<file path="src/rtl/mkcd_pkg.sv">
// Shared types and constants of the multi-key click detector.
// Depends on nothing; the interfaces and the top level import it.
`default_nettype none
package mkcd_pkg;

	localparam int unsigned KEY_W   = 3;
	localparam int unsigned EVENT_W = 3;
	localparam int unsigned OUT_CLICK_W = 16;
	localparam int unsigned CFG_INDEX_W = 3;
	localparam int unsigned CFG_DATA_W  = 16;

	typedef enum logic [CFG_INDEX_W-1:0] {
		CFG_PRESS_LEVEL      = 3'd0,
		CFG_DEBOUNCE_TICKS   = 3'd1,
		CFG_LONG_PRESS_TICKS = 3'd2,
		CFG_REPEAT_TICKS     = 3'd3,
		CFG_CLICK_GAP_TICKS  = 3'd4
	} cfg_index_t;

	localparam logic        RST_PRESS_LEVEL      = 1'b0;
	localparam logic [7:0]  RST_DEBOUNCE_TICKS   = 8'd3;
	localparam logic [15:0] RST_LONG_PRESS_TICKS = 16'd200;
	localparam logic [15:0] RST_REPEAT_TICKS     = 16'd20;
	localparam logic [15:0] RST_CLICK_GAP_TICKS  = 16'd60;

	typedef enum logic [2:0] {
		PH_RELEASED      = 3'd0,
		PH_PRESSED       = 3'd1,
		PH_WAIT_AGAIN    = 3'd2,
		PH_PRESSED_AGAIN = 3'd3,
		PH_WAIT_RELEASE  = 3'd4
	} phase_t;

	typedef enum logic [EVENT_W-1:0] {
		EV_NONE    = 3'd0,
		EV_PRESS   = 3'd1,
		EV_RELEASE = 3'd2,
		EV_LONG    = 3'd3,
		EV_REPEAT  = 3'd4,
		EV_SINGLE  = 3'd5,
		EV_DOUBLE  = 3'd6,
		EV_MULTI   = 3'd7
	} event_t;

	// Per-key state without the click count, whose width is a parameter.
	typedef struct packed {
		logic        stable;
		logic [7:0]  bounce;
		phase_t      phase;
		logic [15:0] ticks;
	} key_state_t;

endpackage
`default_nettype wire

</file>
<file path="src/rtl/mkcd_if.sv">
// Valid/ready channels of the click detector: poll ticks in, events out.
// Depends on mkcd_pkg for field widths and the event code type.
`default_nettype none
interface mkcd_tick_if import mkcd_pkg::*; ();
	logic             valid;
	logic             ready;
	logic [KEY_W-1:0] key_index;
	logic             raw_level;

	modport source (output valid, key_index, raw_level, input ready);
	modport sink   (input valid, key_index, raw_level, output ready);
endinterface

interface mkcd_event_if import mkcd_pkg::*; ();
	logic                   valid;
	logic                   ready;
	logic [KEY_W-1:0]       event_key;
	event_t                 event_code;
	logic [OUT_CLICK_W-1:0] clicks;

	modport source (output valid, event_key, event_code, clicks, input ready);
	modport sink   (input valid, event_key, event_code, clicks, output ready);
endinterface
`default_nettype wire

</file>
<file path="src/rtl/multi_key_click_detector_unit.sv">
// Multi-key click detector: debounce, press/release, long press, repeat and
// click counting for NUM_KEYS keys, with per-key state held in memory.
// Depends on mkcd_pkg and the channel interfaces in mkcd_if.sv.
//
// Usage: each request on the tick channel is one poll sample of one key
// (key_index, raw_level). Every request yields exactly one request on the
// event channel carrying the key, an event code (possibly none) and the
// key's click count after the sample. A key index at or above NUM_KEYS
// yields event none with a click count of zero and leaves all state alone.
// Configuration registers are written through cfg_we/cfg_index/cfg_data
// while no request is in flight; indexes past the last register are ignored.
// An accepted sample goes through the compute stage and then the output register;
// a new sample is taken every cycle while the event receiver keeps up. The rate is
// set by the state memory's single read-modify-write per sample; a write forward
// register covers a sample of the same key arriving right behind the previous one.
// Reset clears the valid flags and the per-key valid bits, so every key reads
// as released with zero counts; no clearing pass is needed. When the event
// receiver stalls, one result waits in the output register and one more in
// the compute stage, after which tick ready drops until the output drains.
`default_nettype none
module multi_key_click_detector_unit import mkcd_pkg::*; #(
	parameter int unsigned NUM_KEYS    = 8,
	parameter int unsigned CLICK_WIDTH = 16
) (
	input  wire logic                   clk,
	input  wire logic                   arst_n,
	mkcd_tick_if.sink                   tick,
	mkcd_event_if.source                evt,
	input  wire logic                   cfg_we,
	input  wire logic [CFG_INDEX_W-1:0] cfg_index,
	input  wire logic [CFG_DATA_W-1:0]  cfg_data
);

	localparam int unsigned KEY_AW = (NUM_KEYS > 1) ? $clog2(NUM_KEYS) : 1;
	localparam logic [CLICK_WIDTH-1:0] CLICK_MAX = {CLICK_WIDTH{1'b1}};

	// Configuration registers.
	logic        press_level_q;
	logic [7:0]  debounce_q;
	logic [15:0] long_press_q;
	logic [15:0] repeat_q;
	logic [15:0] click_gap_q;

	always_ff @(posedge clk or negedge arst_n) begin
		if (!arst_n) begin
			press_level_q <= RST_PRESS_LEVEL;
			debounce_q    <= RST_DEBOUNCE_TICKS;
			long_press_q  <= RST_LONG_PRESS_TICKS;
			repeat_q      <= RST_REPEAT_TICKS;
			click_gap_q   <= RST_CLICK_GAP_TICKS;
		end else if (cfg_we) begin
			case (cfg_index)
				CFG_PRESS_LEVEL:      press_level_q <= cfg_data[0];
				CFG_DEBOUNCE_TICKS:   debounce_q    <= cfg_data[7:0];
				CFG_LONG_PRESS_TICKS: long_press_q  <= cfg_data;
				CFG_REPEAT_TICKS:     repeat_q      <= cfg_data;
				CFG_CLICK_GAP_TICKS:  click_gap_q   <= cfg_data;
				default: ;
			endcase
		end
	end

	// State memories: one for the key state, one for the click count.
	key_state_t             st_mem  [NUM_KEYS];
	logic [CLICK_WIDTH-1:0] clk_mem [NUM_KEYS];
	logic [NUM_KEYS-1:0]    init_q;

	// Handshake and stage control.
	logic valid_s1;
	logic evt_valid_q;
	logic advance;
	logic accept;
	logic s1_fire;
	logic wr_en;

	assign advance   = !evt_valid_q || evt.ready;
	assign tick.ready = !valid_s1 || advance;
	assign accept    = tick.valid && tick.ready;
	assign s1_fire   = valid_s1 && advance;

	// Address of the incoming key; indexes beyond the key count are ignored.
	logic [8:0]        key_wide;
	logic              in_range;
	logic [KEY_AW-1:0] rd_addr;

	assign key_wide = {{(9 - KEY_W){1'b0}}, tick.key_index};
	assign in_range = key_wide < 9'(NUM_KEYS);
	assign rd_addr  = key_wide[KEY_AW-1:0];

	logic [KEY_W-1:0]       key_s1;
	logic                   raw_s1;
	logic                   in_range_s1;
	logic [KEY_AW-1:0]      addr_s1;
	key_state_t             rd_st_s1;
	logic [CLICK_WIDTH-1:0] rd_clk_s1;

	always_ff @(posedge clk or negedge arst_n) begin
		if (!arst_n) begin
			valid_s1 <= 1'b0;
		end else if (accept) begin
			valid_s1 <= 1'b1;
		end else if (s1_fire) begin
			valid_s1 <= 1'b0;
		end
	end

	always_ff @(posedge clk) begin
		if (accept) begin
			key_s1      <= tick.key_index;
			raw_s1      <= tick.raw_level;
			in_range_s1 <= in_range;
			addr_s1     <= rd_addr;
			rd_st_s1    <= st_mem[rd_addr];
			rd_clk_s1   <= clk_mem[rd_addr];
		end
	end

	// The last write is kept so that a read issued at the same edge still
	// sees it; it always holds the newest value of its key.
	logic                   fwd_valid_q;
	logic [KEY_AW-1:0]      fwd_addr_q;
	key_state_t             fwd_st_q;
	logic [CLICK_WIDTH-1:0] fwd_clk_q;

	key_state_t             cur_st;
	logic [CLICK_WIDTH-1:0] cur_clk;
	key_state_t             nxt_st;
	logic [CLICK_WIDTH-1:0] nxt_clk;
	event_t                 ev;
	logic                   now_pressed;
	logic [7:0]             bounce_inc;
	logic [15:0]            tick_inc;
	logic [31:0]            clk_ext;

	always_comb begin
		if (fwd_valid_q && fwd_addr_q == addr_s1) begin
			cur_st  = fwd_st_q;
			cur_clk = fwd_clk_q;
		end else if (init_q[addr_s1]) begin
			cur_st  = rd_st_s1;
			cur_clk = rd_clk_s1;
		end else begin
			cur_st  = '0;
			cur_clk = '0;
		end

		nxt_st  = cur_st;
		nxt_clk = cur_clk;
		ev      = EV_NONE;

		now_pressed = (raw_s1 == press_level_q);
		bounce_inc  = cur_st.bounce + 8'd1;
		if (now_pressed != cur_st.stable) begin
			if (bounce_inc >= debounce_q) begin
				nxt_st.stable = now_pressed;
				nxt_st.bounce = 8'd0;
			end else begin
				nxt_st.bounce = bounce_inc;
			end
		end else begin
			nxt_st.bounce = 8'd0;
		end

		tick_inc = (cur_st.ticks == 16'hFFFF) ? cur_st.ticks : cur_st.ticks + 16'd1;

		case (cur_st.phase)
			PH_RELEASED: begin
				if (nxt_st.stable) begin
					ev           = EV_PRESS;
					nxt_st.ticks = 16'd0;
					nxt_clk      = CLICK_WIDTH'(1);
					nxt_st.phase = PH_PRESSED;
				end
			end
			PH_PRESSED: begin
				if (!nxt_st.stable) begin
					ev           = EV_RELEASE;
					nxt_st.ticks = 16'd0;
					nxt_st.phase = PH_WAIT_AGAIN;
				end else begin
					nxt_st.ticks = tick_inc;
					if (tick_inc > long_press_q) begin
						ev           = EV_LONG;
						nxt_st.phase = PH_WAIT_RELEASE;
					end
				end
			end
			PH_WAIT_AGAIN: begin
				if (nxt_st.stable) begin
					ev = EV_PRESS;
					if (cur_clk != CLICK_MAX) begin
						nxt_clk = cur_clk + CLICK_WIDTH'(1);
					end
					nxt_st.ticks = 16'd0;
					nxt_st.phase = PH_PRESSED_AGAIN;
				end else begin
					nxt_st.ticks = tick_inc;
					if (tick_inc > click_gap_q) begin
						if (cur_clk == CLICK_WIDTH'(1)) begin
							ev = EV_SINGLE;
						end else if (cur_clk == CLICK_WIDTH'(2)) begin
							ev = EV_DOUBLE;
						end else begin
							ev = EV_MULTI;
						end
						nxt_st.phase = PH_RELEASED;
					end
				end
			end
			PH_PRESSED_AGAIN: begin
				if (!nxt_st.stable) begin
					ev           = EV_RELEASE;
					nxt_st.ticks = 16'd0;
					nxt_st.phase = PH_WAIT_AGAIN;
				end
			end
			PH_WAIT_RELEASE: begin
				if (nxt_st.stable) begin
					nxt_st.ticks = tick_inc;
					if (tick_inc > repeat_q) begin
						nxt_st.ticks = 16'd0;
						ev           = EV_REPEAT;
					end
				end else begin
					ev           = EV_RELEASE;
					nxt_st.ticks = 16'd0;
					nxt_clk      = '0;
					nxt_st.phase = PH_RELEASED;
				end
			end
			default: begin
				// A corrupt phase falls back to released with cleared counts.
				nxt_st.ticks = 16'd0;
				nxt_clk      = '0;
				nxt_st.phase = PH_RELEASED;
			end
		endcase

		clk_ext = 32'(nxt_clk);
	end

	assign wr_en = s1_fire && in_range_s1;

	always_ff @(posedge clk) begin
		if (wr_en) begin
			st_mem[addr_s1]  <= nxt_st;
			clk_mem[addr_s1] <= nxt_clk;
		end
	end

	always_ff @(posedge clk or negedge arst_n) begin
		if (!arst_n) begin
			init_q      <= '0;
			fwd_valid_q <= 1'b0;
		end else if (wr_en) begin
			init_q[addr_s1] <= 1'b1;
			fwd_valid_q     <= 1'b1;
		end
	end

	always_ff @(posedge clk) begin
		if (wr_en) begin
			fwd_addr_q <= addr_s1;
			fwd_st_q   <= nxt_st;
			fwd_clk_q  <= nxt_clk;
		end
	end

	// Output register.
	logic [KEY_W-1:0]       evt_key_q;
	event_t                 evt_code_q;
	logic [OUT_CLICK_W-1:0] evt_clicks_q;

	always_ff @(posedge clk or negedge arst_n) begin
		if (!arst_n) begin
			evt_valid_q <= 1'b0;
		end else if (s1_fire) begin
			evt_valid_q <= 1'b1;
		end else if (evt.ready) begin
			evt_valid_q <= 1'b0;
		end
	end

	always_ff @(posedge clk) begin
		if (s1_fire) begin
			evt_key_q    <= key_s1;
			evt_code_q   <= in_range_s1 ? ev : EV_NONE;
			evt_clicks_q <= in_range_s1 ? clk_ext[OUT_CLICK_W-1:0] : '0;
		end
	end

	assign evt.valid      = evt_valid_q;
	assign evt.event_key  = evt_key_q;
	assign evt.event_code = evt_code_q;
	assign evt.clicks     = evt_clicks_q;

	// An empty compute stage must always take a new request.
	a_ready_when_empty: assert property (@(posedge clk) disable iff (!arst_n)
		!valid_s1 |-> tick.ready)
		else $error("tick ready low with an empty compute stage");

	// State is written back only for an in-range key leaving the compute stage.
	a_write_only_on_fire: assert property (@(posedge clk) disable iff (!arst_n)
		wr_en |-> (valid_s1 && advance && in_range_s1))
		else $error("state write without a departing in-range request");

	// A key written in a pressed phase always carries at least one click.
	a_pressed_has_clicks: assert property (@(posedge clk) disable iff (!arst_n)
		(wr_en && (nxt_st.phase == PH_PRESSED || nxt_st.phase == PH_PRESSED_AGAIN))
		|-> nxt_clk != '0)
		else $error("pressed phase written with zero clicks");

	// The result offered belongs to the request that left the compute stage.
	a_event_key_follows: assert property (@(posedge clk) disable iff (!arst_n)
		s1_fire |=> (evt.valid && evt.event_key == $past(key_s1)))
		else $error("event key does not match the departed request");

	// An out-of-range key never reports an event.
	a_out_of_range_none: assert property (@(posedge clk) disable iff (!arst_n)
		(s1_fire && !in_range_s1) |=> (evt.event_code == EV_NONE && evt.clicks == '0))
		else $error("event reported for an out-of-range key");

endmodule
`default_nettype wire
</file>
<file path="src/flat_wrapper.sv">
// flat-port wrapper written by rule: the top's interface ports become plain ports
module multi_key_click_detector_unit_flat import mkcd_pkg::*;
#(
	parameter int unsigned NUM_KEYS    = 8,
	parameter int unsigned CLICK_WIDTH = 16
)
  (clk, arst_n, cfg_we, cfg_index, cfg_data, tick_valid, tick_key_index, tick_raw_level, tick_ready, evt_valid, evt_event_key, evt_event_code, evt_clicks, evt_ready);
  mkcd_tick_if tick_i ();
  mkcd_event_if evt_i ();
  input  wire logic clk;
  input  wire logic arst_n;
  input  wire logic cfg_we;
  input  wire logic [CFG_INDEX_W-1:0] cfg_index;
  input  wire logic [CFG_DATA_W-1:0] cfg_data;
  input wire logic [$bits(tick_i.valid)-1:0] tick_valid;
  input wire logic [$bits(tick_i.key_index)-1:0] tick_key_index;
  input wire logic [$bits(tick_i.raw_level)-1:0] tick_raw_level;
  output wire logic [$bits(tick_i.ready)-1:0] tick_ready;
  output wire logic [$bits(evt_i.valid)-1:0] evt_valid;
  output wire logic [$bits(evt_i.event_key)-1:0] evt_event_key;
  output wire logic [$bits(evt_i.event_code)-1:0] evt_event_code;
  output wire logic [$bits(evt_i.clicks)-1:0] evt_clicks;
  input wire logic [$bits(evt_i.ready)-1:0] evt_ready;
  assign tick_i.valid = tick_valid;
  assign tick_i.key_index = tick_key_index;
  assign tick_i.raw_level = tick_raw_level;
  assign tick_ready = tick_i.ready;
  assign evt_valid = evt_i.valid;
  assign evt_event_key = evt_i.event_key;
  assign evt_event_code = evt_i.event_code;
  assign evt_clicks = evt_i.clicks;
  assign evt_i.ready = evt_ready;
  multi_key_click_detector_unit #(.NUM_KEYS(NUM_KEYS), .CLICK_WIDTH(CLICK_WIDTH)) u_core (.clk(clk), .arst_n(arst_n), .tick(tick_i), .evt(evt_i), .cfg_we(cfg_we), .cfg_index(cfg_index), .cfg_data(cfg_data));
endmodule
</file>
<file path="config.mk">
export PLATFORM = sky130hd
export DESIGN_NAME = multi_key_click_detector_unit_flat
export DESIGN_NICKNAME = d
export VERILOG_FILES = /design/src/rtl/mkcd_pkg.sv /design/src/rtl/mkcd_if.sv /design/src/rtl/multi_key_click_detector_unit.sv /design/src/flat_wrapper.sv
export SDC_FILE = /design/constraint.sdc
export NUM_CORES = 1
export LEC_CHECK = 0
export BUFFER_PORTS_ARGS = -buffer_cell sky130_fd_sc_hd__buf_2
export CORE_MARGIN = 4
export CORE_UTILIZATION = 55
export CTS_CLUSTER_DIAMETER = 150
export CTS_CLUSTER_SIZE = 14
export DETAILED_ROUTE_END_ITERATION = 7
export GPL_TIMING_DRIVEN = 0
export HOLD_SLACK_MARGIN = 0.1
export PLACE_DENSITY = 0.82
export SLEW_MARGIN = 20
export SYNTH_ARGS = -nofsm -noshare
export SYNTH_HDL_FRONTEND = slang
export SYNTH_SLANG_ARGS = --single-unit
</file>
<file path="constraint.sdc">
create_clock -name clk -period 17.25 [get_ports clk]
set_input_delay 1.725 -clock clk [delete_from_list [all_inputs] [get_ports clk]]
set_output_delay 1.725 -clock clk [all_outputs]
set_load 0.005 [all_outputs]
</file>
==> metrics.csv <==
metric;value;unit
status;finished clean;
RSZ-0062 raised after global routing;false;
ant diodes;0;
initial core utilization;0.557;
first-pass GRT wire length;87.5;mm
row cnt;74;
Post-synth ARST share;0.131;
CP Class;reg2reg;
total CTS buffers;42;
#FFs+latches synth;518;
final setup fails;0;
vias per inst;6.57;
GR Util met1;0.367;
most frequent cells in the layout;450 x edfxtp_1, 113 x nand2_1, 88 x mux4_2;
Tmin final;10.05;ns
synthesized instance count;1460;
Clock Latency Late Sink;0.58;ns
CTS tree;built;
IO Count;52;
GRT overflow;0;
Pwr Density;119;nW/µm²
maxcap violations;0;
DR pass1 iterations;6;
total number of vias;14000;
core area;40900;µm²
Rel. slew slack;0.247;
starting DRC count in detailed routing;1600;
Post-synth EDFFs;450;
fillers;2863;
antenna-violating nets left;0;
Least-Margin Pin Slew;1.10;ns
initial antenna violation count;0;
Layout Skew;0.0184;ns
Die Area;44700;µm²
Static Leakage;8.90;nW
Post-Syn Area per Cell;15.6;µm²
YS warnings;0;
Slew Viols, Final;0;
Post-Syn Area;22800;µm²
data arrival time of the worst path;10.34;ns
Tightest Hold Check Type;reg2reg;
Die Span Y;212;µm
ys flop type;edfxtp_1;
PortBufs;51;
clk sinks;518;
Peak Freq;99.5;MHz
commonest non-fill, non-tap cell in the layout;edfxtp_1;
Placer Congestion;0.951;
largest net degree at the start of global routing;57;
Final Hold Vio Count;0;
count of cell types in the netlist;74;
CTS H-tree lvls;2;
Chip Width;212;µm
hold_buf cts;0;
fin util;0.621;
NumNets Final;1672;
Root Buffer;clkbuf_16;
DR WL/cell;27.2;µm
layout overhead on the synthesized area;11.5;%
Worst Setup End Kind;flip-flop;
DP Wirelength;39.2;mm
Final period util;0.583;
CTS resizes;0;
syn_nets;1549;
setup TNS;0;ns
DRC;0;
WP data required;17.53;ns
Routed WL;57.9;mm
share of cells above drive strength 1;0.209;
GR Util met2;0.411;
Total GRT Usage;0.260;
number of global-route vias before repair;14300;
critical path peak fanout;10;
Worst-path clk slew;0.06;ns
register area share after synthesis;0.668;
Clock Tree Buf Depth;3;
busiest grt layer;met2;
Setup Buffers After CTS;0;
nature of the critical path startpoint;flip-flop;
M3 GR Usage;0.0379;
Peak VDD IR;0.0627;mV
==> worst paths after layout <==
check                           cells after the start                                 end                    startpoint  slack, ns
worst max-delay path                               24      u_core.st_mem[2][12]$_DFFE_PP_    u_core.key_s1[1]$_DFFE_PP_       7.20
worst min-delay path                                1        u_core.init_q[1]$_DFFE_PN0P_  u_core.init_q[1]$_DFFE_PN0P_       0.48
worst max register to register                     24      u_core.st_mem[2][12]$_DFFE_PP_    u_core.key_s1[1]$_DFFE_PP_       7.20
worst min register to register                      1        u_core.init_q[1]$_DFFE_PN0P_  u_core.init_q[1]$_DFFE_PN0P_       0.48
max in group asynchronous                           2    u_core.debounce_q[1]$_DFFE_PN1P_                        arst_n      15.67
min in group asynchronous                           1  u_core.click_gap_q[10]$_DFFE_PN0P_                        arst_n       0.99
==> kinds of logic after synthesis <==
kind of cell | count (synthesis) | share of synthesized area
buf+inv | 128 | 0.0223
simple gates | 309 | 0.0679
xor+xnor | 27 | 0.0114
mux | 165 | 0.125
fa+ha+maj | 61 | 0.0335
compound gates | 252 | 0.0718
flops | 518 | 0.668
==> metal layers <==
metal | share of wire | up-vias | wire [µm]
li1 | - | 5955 | -
met1 | 0.40 | 7089 | 23100
met2 | 0.47 | 793 | 27400
met3 | 0.083 | 166 | 4800
met4 | 0.045 | 0 | 2590
met5 | 0 | - | 0
==> metrics by stage <==
stage	total power, W	setup slack (ns)	instances	hold slack, ns	instance area (µm²)
detailed placement	0.00217	7.65	2071	0.459	24300
CTS	0.00302	7.57	2131	0.474	25400
finish	0.00303	7.20	2131	0.477	25400
global route	0.00314	6.75	2131	0.498	25400
global placement	0.00213	6.30	2043	0.444	23700
floorplan	0.00195	10.47	1460	0.429	22800
==> report_power, final <==
part	internal, W	total, W	switching, W	leakage [nW]
Clock	0.000447	0.000862	0.000416	0.551
Combinational	0.000197	0.000585	0.000388	3.34
Sequential	0.00153	0.00158	0.0000454	5.00
==> synth_stat cells, types with 4 or more instances <==
cell | count | area, µm²
clkbuf_1 | 40 | 150
nor2b_1 | 10 | 62.6
nor4_1 | 5 | 31.3
or3_1 | 5 | 31.3
o31ai_1 | 7 | 52.6
o21a_1 | 14 | 105
or4_1 | 5 | 37.5
mux2_2 | 68 | 766
xor2_1 | 12 | 105
ha_1 | 61 | 763
a32oi_1 | 5 | 43.8
and2_1 | 5 | 31.3
o21ai_0 | 85 | 425
nand2_1 | 113 | 424
xnor2_1 | 12 | 105
or2_2 | 9 | 56.3
mux4_2 | 88 | 1980
a2bb2oi_1 | 5 | 43.8
edfxtp_1 | 450 | 13500
a21o_1 | 10 | 75.1
inv_1 | 63 | 236
a22oi_1 | 9 | 67.6
nand3_1 | 32 | 160
nand2b_1 | 9 | 56.3
dfrtp_1 | 57 | 1430
and4_1 | 6 | 52.6
buf_1 | 16 | 60.1
o2bb2ai_1 | 4 | 35.0
o211ai_1 | 4 | 30.0
buf_2 | 5 | 25.0
o22ai_1 | 13 | 81.3
nand4_1 | 19 | 119
dfstp_2 | 11 | 289
a22o_1 | 7 | 61.3
nor3b_1 | 4 | 30.0
nor3_1 | 16 | 80.1
nor2_1 | 37 | 139
a211oi_1 | 5 | 37.5
mux2i_1 | 8 | 80.1
a21oi_1 | 45 | 225
and3_1 | 25 | 156
==> final cells by class <==
| cell class | count | area [µm²] | area share |
|---|---|---|---|
| plain buffers | 64 | 272 | 0.0107 |
| multi-input cells | 814 | 7120 | 0.280 |
| well taps | 532 | 666 | 0.0262 |
| flip-flops and latches | 518 | 15200 | 0.599 |
| clock inverters | 3 | 33.8 | 0.00133 |
| inverters | 64 | 243 | 0.00955 |
| clock buffers | 57 | 1110 | 0.0436 |
| repair buffers | 79 | 733 | 0.0289 |
==> critical path: stages (launching register included) <==
cell	delay, ns
edfxtp_1	0.42
buf_6	0.17
xnor2_2	0.19
and4_1	0.36
clkbuf_1	0.67
buf_2	0.39
buf_1	0.68
clkbuf_1	0.62
nand2_1	0.10
o21ai_0	0.19
ha_1	0.28
and3_1	0.17
a32oi_1	0.24
o41ai_2	0.86
nor2_1	0.14
xnor2_1	0.48
ha_1	0.36
a2111oi_0	0.42
a32oi_1	0.17
o41ai_1	0.91
a21oi_1	0.21
mux2i_1	0.68
buf_2	0.41
a21oi_1	0.11
nor2_1	0.51
==> state kept, by name, summed over array words and instances, names as in the netlist, 3 cells and up <==
name / count
u_core.st_mem: 224
u_core.clk_mem: 128
u_core.fwd_st_q: 28
u_core.rd_st_s1: 28
u_core.click_gap_q: 16
u_core.evt.clicks: 16
u_core.long_press_q: 16
u_core.rd_clk_s1: 16
u_core.repeat_q: 16
u_core.debounce_q: 8
u_core.init_q: 8
u_core.evt.event_code: 3
u_core.evt.event_key: 3
u_core.key_s1: 3
No activity file was read; power rests on OpenSTA's default activity.
